`src/acfb_pkg.sv`:
```
package acfb_pkg;

  localparam int SEC0_LEN = 8;
  localparam int SEC1_LEN = 8;
  localparam int SEC2_LEN = 19;

  localparam logic [1:0] SEC_0 = 2'd0;
  localparam logic [1:0] SEC_1 = 2'd1;
  localparam logic [1:0] SEC_2 = 2'd2;

  // Register map indexes
  localparam logic [1:0] REG_MIN_F = 2'd0;
  localparam logic [1:0] REG_MAX_F = 2'd1;
  localparam logic [1:0] REG_MIN_C = 2'd2;
  localparam logic [1:0] REG_MAX_C = 2'd3;

  localparam logic [7:0] RST_MIN_F = 8'd64;
  localparam logic [7:0] RST_MAX_F = 8'd90;
  localparam logic [7:0] RST_MIN_C = 8'd18;
  localparam logic [7:0] RST_MAX_C = 8'd32;

  // Operating modes
  localparam logic [2:0] MODE_AUTO = 3'd0;
  localparam logic [2:0] MODE_DRY  = 3'd1;
  localparam logic [2:0] MODE_COOL = 3'd2;
  localparam logic [2:0] MODE_HEAT = 3'd3;
  localparam logic [2:0] MODE_FAN  = 3'd4;

  // Fan speed codes
  localparam logic [2:0] FAN_SPD1  = 3'd0;
  localparam logic [2:0] FAN_SPD2  = 3'd1;
  localparam logic [2:0] FAN_SPD3  = 3'd2;
  localparam logic [2:0] FAN_SPD4  = 3'd3;
  localparam logic [2:0] FAN_SPD5  = 3'd4;
  localparam logic [2:0] FAN_AUTO  = 3'd5;
  localparam logic [2:0] FAN_NIGHT = 3'd6;

  // Sensor select codes
  localparam logic [1:0] SENS_OFF     = 2'd0;
  localparam logic [1:0] SENS_EYE     = 2'd1;
  localparam logic [1:0] SENS_COMFORT = 2'd2;
  localparam logic [1:0] SENS_BOTH    = 2'd3;

  // Result status codes
  localparam logic ST_OK    = 1'b0;
  localparam logic ST_RANGE = 1'b1;

  localparam logic [7:0] SEC0_BASE [SEC0_LEN] =
    '{8'h11, 8'hDA, 8'h27, 8'h00, 8'hC5, 8'h00, 8'h00, 8'hD7};
  localparam logic [7:0] SEC1_BASE [SEC1_LEN] =
    '{8'h11, 8'hDA, 8'h27, 8'h00, 8'h42, 8'h00, 8'h10, 8'h64};

  localparam logic [7:0] COMFORT_B6 = 8'h10;
  localparam logic [7:0] DRY_TEMP   = 8'hC0;
  localparam logic [7:0] FAN_TEMP   = 8'h32;
  localparam logic [7:0] FAN_CODE_A = 8'hA0;
  localparam logic [7:0] EYE_ON     = 8'h82;
  localparam logic [7:0] EYE_OFF    = 8'h80;
  localparam logic [7:0] S2_B11     = 8'h06;
  localparam logic [7:0] S2_B12     = 8'h60;
  localparam logic [7:0] S2_B15     = 8'hC1;
  localparam logic [7:0] QUIET_ON   = 8'h20;
  localparam logic [7:0] SWING_ON   = 8'h0F;
  localparam logic [7:0] TEMP_BIAS  = 8'd28;
  localparam logic [7:0] FAHR_BASE  = 8'd32;
  // floor(x/5) == (x*DIV5_RECIP) >> DIV5_SHIFT for x < 2**DIV5_SHIFT
  localparam logic [11:0] DIV5_RECIP = 12'd3277;
  localparam int          DIV5_SHIFT = 14;

  typedef struct packed {
    logic       power_on;
    logic [2:0] op_mode;
    logic       fahrenheit_sel;
    logic [7:0] target_f;
    logic [7:0] target_c;
    logic [2:0] fan_speed;
    logic [1:0] sensor_sel;
    logic       swing_vert;
    logic       swing_horiz;
    logic       quiet_on;
  } acfb_req_t;

  typedef struct packed {
    logic       status;
    logic [1:0] section_num;
    logic [4:0] byte_pos;
    logic [7:0] frame_byte;
    logic       last_byte;
  } acfb_res_t;

  typedef struct packed {
    logic [7:0] min_temp_f;
    logic [7:0] max_temp_f;
    logic [7:0] min_temp_c;
    logic [7:0] max_temp_c;
  } acfb_cfg_t;

  typedef struct packed {
    logic       capture;
    logic       emit;
    logic [1:0] sec;
    logic [4:0] pos;
    logic       last;
  } acfb_cmd_t;

  typedef struct packed {
    logic bad;
  } acfb_sts_t;

endpackage

```
`src/acfb_if.sv`:
```
interface acfb_in_if;
  logic       valid;
  logic       ready;
  logic       power_on;
  logic [2:0] op_mode;
  logic       fahrenheit_sel;
  logic [7:0] target_f;
  logic [7:0] target_c;
  logic [2:0] fan_speed;
  logic [1:0] sensor_sel;
  logic       swing_vert;
  logic       swing_horiz;
  logic       quiet_on;

  modport source (
    output valid, power_on, op_mode, fahrenheit_sel, target_f, target_c,
           fan_speed, sensor_sel, swing_vert, swing_horiz, quiet_on,
    input  ready
  );
  modport sink (
    input  valid, power_on, op_mode, fahrenheit_sel, target_f, target_c,
           fan_speed, sensor_sel, swing_vert, swing_horiz, quiet_on,
    output ready
  );
endinterface

interface acfb_out_if;
  logic       valid;
  logic       ready;
  logic       status;
  logic [1:0] section_num;
  logic [4:0] byte_pos;
  logic [7:0] frame_byte;
  logic       last_byte;

  modport source (
    output valid, status, section_num, byte_pos, frame_byte, last_byte,
    input  ready
  );
  modport sink (
    input  valid, status, section_num, byte_pos, frame_byte, last_byte,
    output ready
  );
endinterface

```
`src/acfb_cfg_regs.sv`:
```
module acfb_cfg_regs (
  input  logic              clk,
  input  logic              rst_n,
  input  logic              psel,
  input  logic              penable,
  input  logic              pwrite,
  input  logic [3:0]        paddr,
  input  logic [31:0]       pwdata,
  output logic [31:0]       prdata,
  output logic              pready,
  output acfb_pkg::acfb_cfg_t cfg
);
  import acfb_pkg::*;

  acfb_cfg_t cfg_r;
  acfb_cfg_t cfg_nxt;
  logic      wr_en;
  logic [1:0] idx;

  assign pready = 1'b1;
  assign idx    = paddr[3:2];
  assign wr_en  = psel && penable && pwrite;
  assign cfg    = cfg_r;

  always_comb begin
    cfg_nxt = cfg_r;
    if (wr_en) begin
      case (idx)
        REG_MIN_F: cfg_nxt.min_temp_f = pwdata[7:0];
        REG_MAX_F: cfg_nxt.max_temp_f = pwdata[7:0];
        REG_MIN_C: cfg_nxt.min_temp_c = pwdata[7:0];
        REG_MAX_C: cfg_nxt.max_temp_c = pwdata[7:0];
        default:   cfg_nxt = cfg_r;
      endcase
    end
  end

  always_comb begin
    case (idx)
      REG_MIN_F: prdata = {24'd0, cfg_r.min_temp_f};
      REG_MAX_F: prdata = {24'd0, cfg_r.max_temp_f};
      REG_MIN_C: prdata = {24'd0, cfg_r.min_temp_c};
      REG_MAX_C: prdata = {24'd0, cfg_r.max_temp_c};
      default:   prdata = 32'd0;
    endcase
  end

  always_ff @(posedge clk) begin
    if (!rst_n) begin
      cfg_r.min_temp_f <= RST_MIN_F;
      cfg_r.max_temp_f <= RST_MAX_F;
      cfg_r.min_temp_c <= RST_MIN_C;
      cfg_r.max_temp_c <= RST_MAX_C;
    end else begin
      cfg_r <= cfg_nxt;
    end
  end

endmodule

```
`src/acfb_ctrl.sv`:
```
module acfb_ctrl (
  input  logic                clk,
  input  logic                rst_n,
  input  logic                in_valid,
  output logic                in_ready,
  output logic                out_valid,
  input  logic                out_ready,
  input  acfb_pkg::acfb_sts_t sts,
  output acfb_pkg::acfb_cmd_t cmd
);
  import acfb_pkg::*;

  typedef enum logic {S_IDLE, S_EMIT} state_t;

  state_t     state_r, state_nxt;
  logic [1:0] sec_r, sec_nxt;
  logic [4:0] pos_r, pos_nxt;
  logic       out_valid_r, out_valid_nxt;
  logic       out_free;
  logic       sec_end;

  always_comb begin
    out_free = !out_valid_r || out_ready;
    in_ready = (state_r == S_IDLE);

    case (sec_r)
      SEC_0:   sec_end = (pos_r == 5'(SEC0_LEN - 1));
      SEC_1:   sec_end = (pos_r == 5'(SEC1_LEN - 1));
      default: sec_end = (pos_r == 5'(SEC2_LEN - 1));
    endcase

    cmd.capture = in_valid && in_ready;
    cmd.emit    = (state_r == S_EMIT) && out_free;
    cmd.sec     = sec_r;
    cmd.pos     = pos_r;
    cmd.last    = sts.bad || (sec_r == SEC_2 && sec_end);

    state_nxt = state_r;
    sec_nxt   = sec_r;
    pos_nxt   = pos_r;
    case (state_r)
      S_IDLE: begin
        if (cmd.capture) begin
          state_nxt = S_EMIT;
          sec_nxt   = SEC_0;
          pos_nxt   = 5'd0;
        end
      end
      S_EMIT: begin
        if (cmd.emit) begin
          if (cmd.last) begin
            state_nxt = S_IDLE;
          end else if (sec_end) begin
            sec_nxt = sec_r + 2'd1;
            pos_nxt = 5'd0;
          end else begin
            pos_nxt = pos_r + 5'd1;
          end
        end
      end
      default: state_nxt = S_IDLE;
    endcase

    if (cmd.emit) begin
      out_valid_nxt = 1'b1;
    end else if (out_ready) begin
      out_valid_nxt = 1'b0;
    end else begin
      out_valid_nxt = out_valid_r;
    end
  end

  assign out_valid = out_valid_r;

  always_ff @(posedge clk) begin
    if (!rst_n) begin
      state_r     <= S_IDLE;
      sec_r       <= SEC_0;
      pos_r       <= 5'd0;
      out_valid_r <= 1'b0;
    end else begin
      state_r     <= state_nxt;
      sec_r       <= sec_nxt;
      pos_r       <= pos_nxt;
      out_valid_r <= out_valid_nxt;
    end
  end

  a_capture_starts: assert property (@(posedge clk) disable iff (!rst_n)
    cmd.capture |=> (state_r == S_EMIT && sec_r == SEC_0 && pos_r == 5'd0))
    else $error("capture did not start a frame");

  a_last_ends: assert property (@(posedge clk) disable iff (!rst_n)
    (cmd.emit && cmd.last) |=> (state_r == S_IDLE && out_valid_r))
    else $error("final byte did not return to idle");

  a_pos_range: assert property (@(posedge clk) disable iff (!rst_n)
    (sec_r != 2'd3) && (pos_r <= 5'(SEC2_LEN - 1)))
    else $error("byte counter out of range");

  a_no_emit_idle: assert property (@(posedge clk) disable iff (!rst_n)
    (state_r == S_IDLE) |-> !cmd.emit)
    else $error("emit while idle");

endmodule

```
`src/acfb_dp.sv`:
```
module acfb_dp (
  input  logic                clk,
  input  acfb_pkg::acfb_req_t req,
  input  acfb_pkg::acfb_cfg_t cfg,
  input  acfb_pkg::acfb_cmd_t cmd,
  output acfb_pkg::acfb_sts_t sts,
  output acfb_pkg::acfb_res_t res
);
  import acfb_pkg::*;

  acfb_req_t req_r;
  logic      bad_r, bad_nxt;
  logic [7:0] sum_r, sum_nxt;
  acfb_res_t res_r, res_nxt;

  logic        comfort;
  logic        eye;
  logic [11:0] tc_x9;
  logic [23:0] div_prod;
  logic [7:0]  temp_byte;
  logic [7:0]  mode_code;
  logic [7:0]  fan_code;
  logic [7:0]  s2_byte;
  logic [7:0]  cur_byte;

  always_comb begin
    if (req.fahrenheit_sel) begin
      bad_nxt = (req.target_f < cfg.min_temp_f) || (req.target_f > cfg.max_temp_f);
    end else begin
      bad_nxt = (req.target_c < cfg.min_temp_c) || (req.target_c > cfg.max_temp_c);
    end
  end

  always_comb begin
    comfort = req_r.sensor_sel[1];
    eye     = req_r.sensor_sel[0];

    // Celsius to Fahrenheit: c*9/5, divide by 5 through reciprocal multiply
    tc_x9    = {1'b0, req_r.target_c, 3'b000} + {4'd0, req_r.target_c};
    div_prod = tc_x9 * DIV5_RECIP;

    if (req_r.op_mode == MODE_DRY) begin
      temp_byte = DRY_TEMP;
    end else if (req_r.op_mode == MODE_FAN) begin
      temp_byte = FAN_TEMP;
    end else if (req_r.fahrenheit_sel) begin
      temp_byte = req_r.target_f - TEMP_BIAS;
    end else begin
      temp_byte = div_prod[DIV5_SHIFT +: 8] + FAHR_BASE - TEMP_BIAS;
    end

    case (req_r.op_mode)
      MODE_AUTO: mode_code = 8'h08;
      MODE_DRY:  mode_code = 8'h28;
      MODE_HEAT: mode_code = 8'h48;
      MODE_FAN:  mode_code = 8'h68;
      default:   mode_code = 8'h38;
    endcase
    mode_code[0] = req_r.power_on;

    if (req_r.op_mode == MODE_DRY) begin
      fan_code = FAN_CODE_A;
    end else begin
      case (req_r.fan_speed)
        FAN_SPD1:  fan_code = 8'h30;
        FAN_SPD2:  fan_code = 8'h40;
        FAN_SPD4:  fan_code = 8'h60;
        FAN_SPD5:  fan_code = 8'h70;
        FAN_AUTO:  fan_code = FAN_CODE_A;
        FAN_NIGHT: fan_code = 8'hB0;
        default:   fan_code = 8'h50;
      endcase
    end
    if (comfort) fan_code = FAN_CODE_A;
    if (req_r.swing_vert) fan_code = fan_code | SWING_ON;

    case (cmd.pos)
      5'd0:    s2_byte = SEC0_BASE[0];
      5'd1:    s2_byte = SEC0_BASE[1];
      5'd2:    s2_byte = SEC0_BASE[2];
      5'd5:    s2_byte = mode_code;
      5'd6:    s2_byte = temp_byte;
      5'd8:    s2_byte = fan_code;
      5'd9:    s2_byte = req_r.swing_horiz ? SWING_ON : 8'h00;
      5'd11:   s2_byte = S2_B11;
      5'd12:   s2_byte = S2_B12;
      5'd13:   s2_byte = req_r.quiet_on ? QUIET_ON : 8'h00;
      5'd15:   s2_byte = S2_B15;
      5'd16:   s2_byte = eye ? EYE_ON : EYE_OFF;
      5'd18:   s2_byte = sum_r;
      default: s2_byte = 8'h00;
    endcase

    case (cmd.sec)
      SEC_0: begin
        if (cmd.pos == 5'(SEC0_LEN - 1)) begin
          cur_byte = sum_r;
        end else if (cmd.pos == 5'd6 && comfort) begin
          cur_byte = COMFORT_B6;
        end else begin
          cur_byte = SEC0_BASE[cmd.pos[2:0]];
        end
      end
      SEC_1:   cur_byte = SEC1_BASE[cmd.pos[2:0]];
      default: cur_byte = s2_byte;
    endcase

    sum_nxt = (cmd.pos == 5'd0) ? cur_byte : sum_r + cur_byte;

    if (bad_r) begin
      res_nxt.status      = ST_RANGE;
      res_nxt.section_num = SEC_0;
      res_nxt.byte_pos    = 5'd0;
      res_nxt.frame_byte  = 8'h00;
      res_nxt.last_byte   = 1'b1;
    end else begin
      res_nxt.status      = ST_OK;
      res_nxt.section_num = cmd.sec;
      res_nxt.byte_pos    = cmd.pos;
      res_nxt.frame_byte  = cur_byte;
      res_nxt.last_byte   = cmd.last;
    end
  end

  always_ff @(posedge clk) begin
    if (cmd.capture) begin
      req_r <= req;
      bad_r <= bad_nxt;
    end
    if (cmd.emit) begin
      sum_r <= sum_nxt;
      res_r <= res_nxt;
    end
  end

  assign sts.bad = bad_r;
  assign res     = res_r;

endmodule

```
`src/ac_remote_frame_builder_core.sv`:
```
// Climate remote frame builder.
// in_ch carries one request with the full set of climate settings (valid/ready).
// out_ch returns result transactions (valid/ready), one frame byte each, tagged
// with section number, byte position and a last_byte flag on the final one.
// The target temperature in the selected unit is checked against the limit
// registers when the request is taken; a failing request yields one transaction
// with status set. A passing one yields 35 bytes: two 8-byte sections and one
// 19-byte section, each closed by its byte-sum checksum.
// Timing: on acceptance the sequencer enters its emit state, and the output register
// then takes the first result; after that it gives one byte per cycle while
// out_ch.ready is high, through a single output register. in_ch.ready is high only
// between requests; the next request can be taken at the edge that takes the final
// byte, so a new request is never taken while a frame is still being produced.
// When out_ch.ready is low the output register holds its transaction and the
// sequencer waits. Reset (rst_n, synchronous) empties the output and loads the
// limit registers with 64/90 F and 18/32 C. Limits are written over the
// APB-style port, at byte addresses 0, 4, 8 and 12.
module ac_remote_frame_builder_core (
  input  logic        clk,
  input  logic        rst_n,
  acfb_in_if.sink     in_ch,
  acfb_out_if.source  out_ch,
  input  logic        psel,
  input  logic        penable,
  input  logic        pwrite,
  input  logic [3:0]  paddr,
  input  logic [31:0] pwdata,
  output logic [31:0] prdata,
  output logic        pready
);
  import acfb_pkg::*;

  acfb_cfg_t cfg;
  acfb_cmd_t cmd;
  acfb_sts_t sts;
  acfb_req_t req;
  acfb_res_t res;

  assign req.power_on       = in_ch.power_on;
  assign req.op_mode        = in_ch.op_mode;
  assign req.fahrenheit_sel = in_ch.fahrenheit_sel;
  assign req.target_f       = in_ch.target_f;
  assign req.target_c       = in_ch.target_c;
  assign req.fan_speed      = in_ch.fan_speed;
  assign req.sensor_sel     = in_ch.sensor_sel;
  assign req.swing_vert     = in_ch.swing_vert;
  assign req.swing_horiz    = in_ch.swing_horiz;
  assign req.quiet_on       = in_ch.quiet_on;

  assign out_ch.status      = res.status;
  assign out_ch.section_num = res.section_num;
  assign out_ch.byte_pos    = res.byte_pos;
  assign out_ch.frame_byte  = res.frame_byte;
  assign out_ch.last_byte   = res.last_byte;

  acfb_cfg_regs u_cfg (
    .clk     (clk),
    .rst_n   (rst_n),
    .psel    (psel),
    .penable (penable),
    .pwrite  (pwrite),
    .paddr   (paddr),
    .pwdata  (pwdata),
    .prdata  (prdata),
    .pready  (pready),
    .cfg     (cfg)
  );

  acfb_ctrl u_ctrl (
    .clk       (clk),
    .rst_n     (rst_n),
    .in_valid  (in_ch.valid),
    .in_ready  (in_ch.ready),
    .out_valid (out_ch.valid),
    .out_ready (out_ch.ready),
    .sts       (sts),
    .cmd       (cmd)
  );

  acfb_dp u_dp (
    .clk (clk),
    .req (req),
    .cfg (cfg),
    .cmd (cmd),
    .sts (sts),
    .res (res)
  );

endmodule

```
`src/flat_wrapper.sv`:
```
// flat-port wrapper written by rule: the top's interface ports become plain ports
module ac_remote_frame_builder_core_flat import acfb_pkg::*;
  (clk, rst_n, psel, penable, pwrite, paddr, pwdata, prdata, pready, in_ch_valid, in_ch_power_on, in_ch_op_mode, in_ch_fahrenheit_sel, in_ch_target_f, in_ch_target_c, in_ch_fan_speed, in_ch_sensor_sel, in_ch_swing_vert, in_ch_swing_horiz, in_ch_quiet_on, in_ch_ready, out_ch_valid, out_ch_status, out_ch_section_num, out_ch_byte_pos, out_ch_frame_byte, out_ch_last_byte, out_ch_ready);
  acfb_in_if in_ch_i ();
  acfb_out_if out_ch_i ();
  input  logic clk;
  input  logic rst_n;
  input  logic psel;
  input  logic penable;
  input  logic pwrite;
  input  logic [3:0] paddr;
  input  logic [31:0] pwdata;
  output logic [31:0] prdata;
  output logic pready;
  input wire logic [$bits(in_ch_i.valid)-1:0] in_ch_valid;
  input wire logic [$bits(in_ch_i.power_on)-1:0] in_ch_power_on;
  input wire logic [$bits(in_ch_i.op_mode)-1:0] in_ch_op_mode;
  input wire logic [$bits(in_ch_i.fahrenheit_sel)-1:0] in_ch_fahrenheit_sel;
  input wire logic [$bits(in_ch_i.target_f)-1:0] in_ch_target_f;
  input wire logic [$bits(in_ch_i.target_c)-1:0] in_ch_target_c;
  input wire logic [$bits(in_ch_i.fan_speed)-1:0] in_ch_fan_speed;
  input wire logic [$bits(in_ch_i.sensor_sel)-1:0] in_ch_sensor_sel;
  input wire logic [$bits(in_ch_i.swing_vert)-1:0] in_ch_swing_vert;
  input wire logic [$bits(in_ch_i.swing_horiz)-1:0] in_ch_swing_horiz;
  input wire logic [$bits(in_ch_i.quiet_on)-1:0] in_ch_quiet_on;
  output wire logic [$bits(in_ch_i.ready)-1:0] in_ch_ready;
  output wire logic [$bits(out_ch_i.valid)-1:0] out_ch_valid;
  output wire logic [$bits(out_ch_i.status)-1:0] out_ch_status;
  output wire logic [$bits(out_ch_i.section_num)-1:0] out_ch_section_num;
  output wire logic [$bits(out_ch_i.byte_pos)-1:0] out_ch_byte_pos;
  output wire logic [$bits(out_ch_i.frame_byte)-1:0] out_ch_frame_byte;
  output wire logic [$bits(out_ch_i.last_byte)-1:0] out_ch_last_byte;
  input wire logic [$bits(out_ch_i.ready)-1:0] out_ch_ready;
  assign in_ch_i.valid = in_ch_valid;
  assign in_ch_i.power_on = in_ch_power_on;
  assign in_ch_i.op_mode = in_ch_op_mode;
  assign in_ch_i.fahrenheit_sel = in_ch_fahrenheit_sel;
  assign in_ch_i.target_f = in_ch_target_f;
  assign in_ch_i.target_c = in_ch_target_c;
  assign in_ch_i.fan_speed = in_ch_fan_speed;
  assign in_ch_i.sensor_sel = in_ch_sensor_sel;
  assign in_ch_i.swing_vert = in_ch_swing_vert;
  assign in_ch_i.swing_horiz = in_ch_swing_horiz;
  assign in_ch_i.quiet_on = in_ch_quiet_on;
  assign in_ch_ready = in_ch_i.ready;
  assign out_ch_valid = out_ch_i.valid;
  assign out_ch_status = out_ch_i.status;
  assign out_ch_section_num = out_ch_i.section_num;
  assign out_ch_byte_pos = out_ch_i.byte_pos;
  assign out_ch_frame_byte = out_ch_i.frame_byte;
  assign out_ch_last_byte = out_ch_i.last_byte;
  assign out_ch_i.ready = out_ch_ready;
  ac_remote_frame_builder_core u_core (.clk(clk), .rst_n(rst_n), .in_ch(in_ch_i), .out_ch(out_ch_i), .psel(psel), .penable(penable), .pwrite(pwrite), .paddr(paddr), .pwdata(pwdata), .prdata(prdata), .pready(pready));
endmodule
```
`config.mk`:
```
export PLATFORM = sky130hd
export DESIGN_NAME = ac_remote_frame_builder_core_flat
export DESIGN_NICKNAME = d
export VERILOG_FILES = /design/src/acfb_pkg.sv /design/src/acfb_if.sv /design/src/acfb_cfg_regs.sv /design/src/acfb_ctrl.sv /design/src/acfb_dp.sv /design/src/ac_remote_frame_builder_core.sv /design/src/flat_wrapper.sv
export SDC_FILE = /design/constraint.sdc
export NUM_CORES = 1
export LEC_CHECK = 0
export BUFFER_PORTS_ARGS = -buffer_cell sky130_fd_sc_hd__buf_4
export CAP_MARGIN = 20
export CELL_PAD_IN_SITES_DETAIL_PLACEMENT = 2
export CELL_PAD_IN_SITES_GLOBAL_PLACEMENT = 2
export CORE_AREA = 10 10 186 188
export DETAILED_ROUTE_END_ITERATION = 10
export DIE_AREA = 0 0 196 198
export PLACE_DENSITY_LB_ADDON = 0.1
export SYNTH_ARGS = -nofsm -noshare
export SYNTH_HDL_FRONTEND = slang
export SYNTH_HIERARCHICAL = 1
export SYNTH_SLANG_ARGS = --single-unit
```
`constraint.sdc`:
```
create_clock -name clk -period 20.3 [get_ports clk]
set_input_delay 1.015 -clock clk [delete_from_list [all_inputs] [get_ports clk]]
set_output_delay 1.015 -clock clk [all_outputs]
set_load 0.005 [all_outputs]
```
==> flow_metrics.env <==
export IMPL_cp_required_ps=20410
export IMPL_cts_hold_fix_buffers=0
export IMPL_comb_power_share=0.760
export IMPL_switching_share=0.522
export IMPL_cts_buffer_depth=2
export IMPL_cts_root_buf="clkbuf_16"
export IMPL_die_h_um=198
export IMPL_hp_class="reg -> reg"
export IMPL_die_w_um=196
export IMPL_n_antenna_cell=0
export IMPL_cap_violations=0
export IMPL_crit_fanout=7
export IMPL_grt_pass1_vias=7875
export IMPL_synthesis_area_um2=9160
export IMPL_antenna_found_initial=0
export IMPL_drive_gt1_frac=0.120
export IMPL_seqPwrFrac=0.131
export IMPL_path_class="reg -> reg"
export IMPL_viasPerCell=4.88
export IMPL_syn_inst=977
export IMPL_finalNetCount=1274
export IMPL_dr_pass1_iters=4
export IMPL_worst_pin_slew_ps=832
export IMPL_max_freq_mhz=113
export IMPL_place_gp_congestion=0.781
export IMPL_synth_edf_count=55
export IMPL_area_delta_synth_final_pct=12.8
export IMPL_dpl_hpwl_um=21700
export IMPL_async_reset_ff_frac=0
export IMPL_p_leak_nw=4.62
export IMPL_dpl_cell_area_um2=10000
export IMPL_vias=7057
export IMPL_period_minus_slack_ps=8870
export IMPL_mostFrequentLayoutCells="inv_1 (145), ha_1 (124), nand2_1 (80), buf_4 (77), edfxtp_1 (55)"
export IMPL_avgSynthCellArea_um2=9.37
export IMPL_rows=65
export IMPL_p_int_mw=0.816
export IMPL_start_util=0.295
export IMPL_cts_sinks=96
export IMPL_overflow=0
export IMPL_nFillCells=3515
export IMPL_ys_ff_latch=96
export IMPL_clk_latency_ps=360
export IMPL_cts_setup_buffers=0
export IMPL_grt_pass1_wl_um=43500
export IMPL_cpMostUsedCell="fa_1"
export IMPL_power_density_nw_per_um2=165
export IMPL_synth_flop_cell="edfxtp_1"
export IMPL_port_buffers=72
export IMPL_coreArea_um2=31100
export IMPL_drtIter0Drc=228
export IMPL_arrival_ps=8980
export IMPL_status="finished, final reports clean"
export IMPL_grt_max_degree=47
export IMPL_switchingPower_mw=0.892
export IMPL_period_share=0.437
export IMPL_fin_worst_skew_ps=9.16
export IMPL_wire_per_inst_um=18.5
export IMPL_cts_buffers=9
export IMPL_clkTransAtPathRegs_ps=80
export IMPL_crit_slowest_cell="fa_1"
export IMPL_fin_total_pwr_mw=1.71
export IMPL_route_detailed_drc=0
export IMPL_tritoncts="yes"
export IMPL_wl_um=26800
export IMPL_crit_path_max_incr_delay_ps=540
export IMPL_yosys_warnings=6
export IMPL_cts_resized_gates=0
export IMPL_slew_violations=0
export IMPL_end_kind="flip-flop"
export IMPL_ys_seq_area_frac=0.270
export IMPL_pwr_share_clk=0.109
export IMPL_final_area_um2=10300
export IMPL_ant_nets=0
export IMPL_setup_violations=0
export IMPL_tns_ps=0
export IMPL_layout_commonest_cell="inv_1"
export IMPL_yosysUniqueCellTypes=80
export IMPL_slew_headroom=0.445
export IMPL_grt_usage=0.140
export IMPL_finalHoldViolations=0
export IMPL_h_tree_depth=3
export IMPL_io_pins=124
export IMPL_dieArea_um2=38800
export IMPL_rsz0062_at_grt="false"
export IMPL_ir_worst_vdd_v=0.000120
export IMPL_critPathLaunchType="flip-flop"
## path summary, 6_finish.rpt
check,from,end,slack [ps],depth (start not counted)
worst max-delay path,u_core/u_dp/req_r[8]$_DFFE_PP_,u_core/u_dp/sum_r[7]$_DFFE_PP_,11430,33
worst min-delay path,u_core/u_cfg/cfg[31]$_SDFFE_PN0P_,u_core/u_cfg/cfg[31]$_SDFFE_PN0P_,480,2
worst max register to register,u_core/u_dp/req_r[8]$_DFFE_PP_,u_core/u_dp/sum_r[7]$_DFFE_PP_,11430,33
worst min register to register,u_core/u_cfg/cfg[31]$_SDFFE_PN0P_,u_core/u_cfg/cfg[31]$_SDFFE_PN0P_,480,2
## layout make-up
cell class / count / area, µm² / share of cell area
Inverter: 147 / 552 / 0.0534
Multi-Input combinational cell: 707 / 5910 / 0.573
Clock buffer: 9 / 225 / 0.0218
Sequential cell: 96 / 2470 / 0.239
Timing Repair Buffer: 77 / 578 / 0.0560
Tap cell: 402 / 503 / 0.0487
Clock inverter: 7 / 82.6 / 0.00800
## sequential cells by signal, indices dropped and copies added (netlist names)
signal,count
u_core/u_cfg/cfg,32
u_core/u_dp/req_r,26
u_core/u_dp/res,17
u_core/u_dp/sum_r,8
u_core/u_ctrl/pos_r,5
u_core/u_ctrl/sec_r,2
u_core/u_ctrl/out_valid,1
u_core/u_ctrl/state_r,1
u_core/u_dp/comfort,1
u_core/u_dp/eye,1
u_core/u_dp/mode_code,1
u_core/u_dp/sts,1
## cell families after synthesis
group / Yosys count / synth area share
simple gates: 254 / 0.144
buf+inv: 197 / 0.0936
compound gates: 185 / 0.140
fa+ha+maj: 164 / 0.257
flops: 96 / 0.270
mux: 43 / 0.0595
xor+xnor: 36 / 0.0353
other cells: 2 / 0.000820
## critical path, delay by kind of cell (launching register included)
kind | cells | cell delay [ps]
fa+ha+maj | 9 | 3850
compound gates | 13 | 2960
xor+xnor | 4 | 730
flops | 1 | 530
simple gates | 3 | 310
buf+inv | 4 | 230
## synthesized netlist by cell type (all sizes together), types with 4 or more instances
cell type	instances	area share
mux4	8	0.021
nor2b	32	0.022
a31oi	4	0.0027
inv	146	0.060
dfxtp	41	0.090
xor2	13	0.013
o21ai	34	0.019
nand3	19	0.011
a22oi	4	0.0033
a221oi	4	0.0052
buf	33	0.026
clkbuf	17	0.0070
nand2	80	0.033
o211ai	11	0.0090
fa	40	0.087
xnor2	23	0.022
a211oi	10	0.0087
nand3b	4	0.0033
and2	7	0.0048
o22ai	4	0.0027
a211o	4	0.0038
ha	124	0.17
nor2	48	0.020
edfxtp	55	0.18
nand2b	11	0.0075
o21bai	4	0.0033
nand4	16	0.011
nor3	13	0.011
a21o	25	0.021
o21a	4	0.0033
and3	5	0.0034
a21oi	53	0.032
or3	4	0.0027
mux2i	33	0.036
nand4b	4	0.0045
## power groups by stage
stage	logic (mW)	clock network [mW]	registers, mW
2_1_floorplan	0.975	0	0.224
3_3_place_gp	1.31	0	0.229
3_5_place_dp	1.31	0	0.229
4_1_cts	1.33	0.193	0.224
5_1_grt	1.49	0.201	0.226
6_report	1.30	0.186	0.224
## per-stage QoR
stage | worst slack [ps] | hold WS [ps] | util | std cells
floorplan | 12620 | 443 | - | 1000
global placement | 11430 | 461 | 0.323 | 1429
detailed placement | 11410 | 473 | 0.323 | 1429
CTS | 11380 | 486 | 0.332 | 1445
global route | 10700 | 512 | 0.332 | 1445
finish | 11430 | 481 | 0.332 | 1445
## routing by layer
| metal | global-route usage | share of wire | vias to the layer above |
|---|---|---|---|
| met5 | 0 | 0 | - |
| met4 | 0.0263 | 0.0071 | 0 |
| met3 | 0.0271 | 0.033 | 10 |
| met2 | 0.225 | 0.46 | 75 |
| met1 | 0.192 | 0.50 | 3517 |
| li1 | - | - | 3455 |
(Power assumes the default switching activity.)
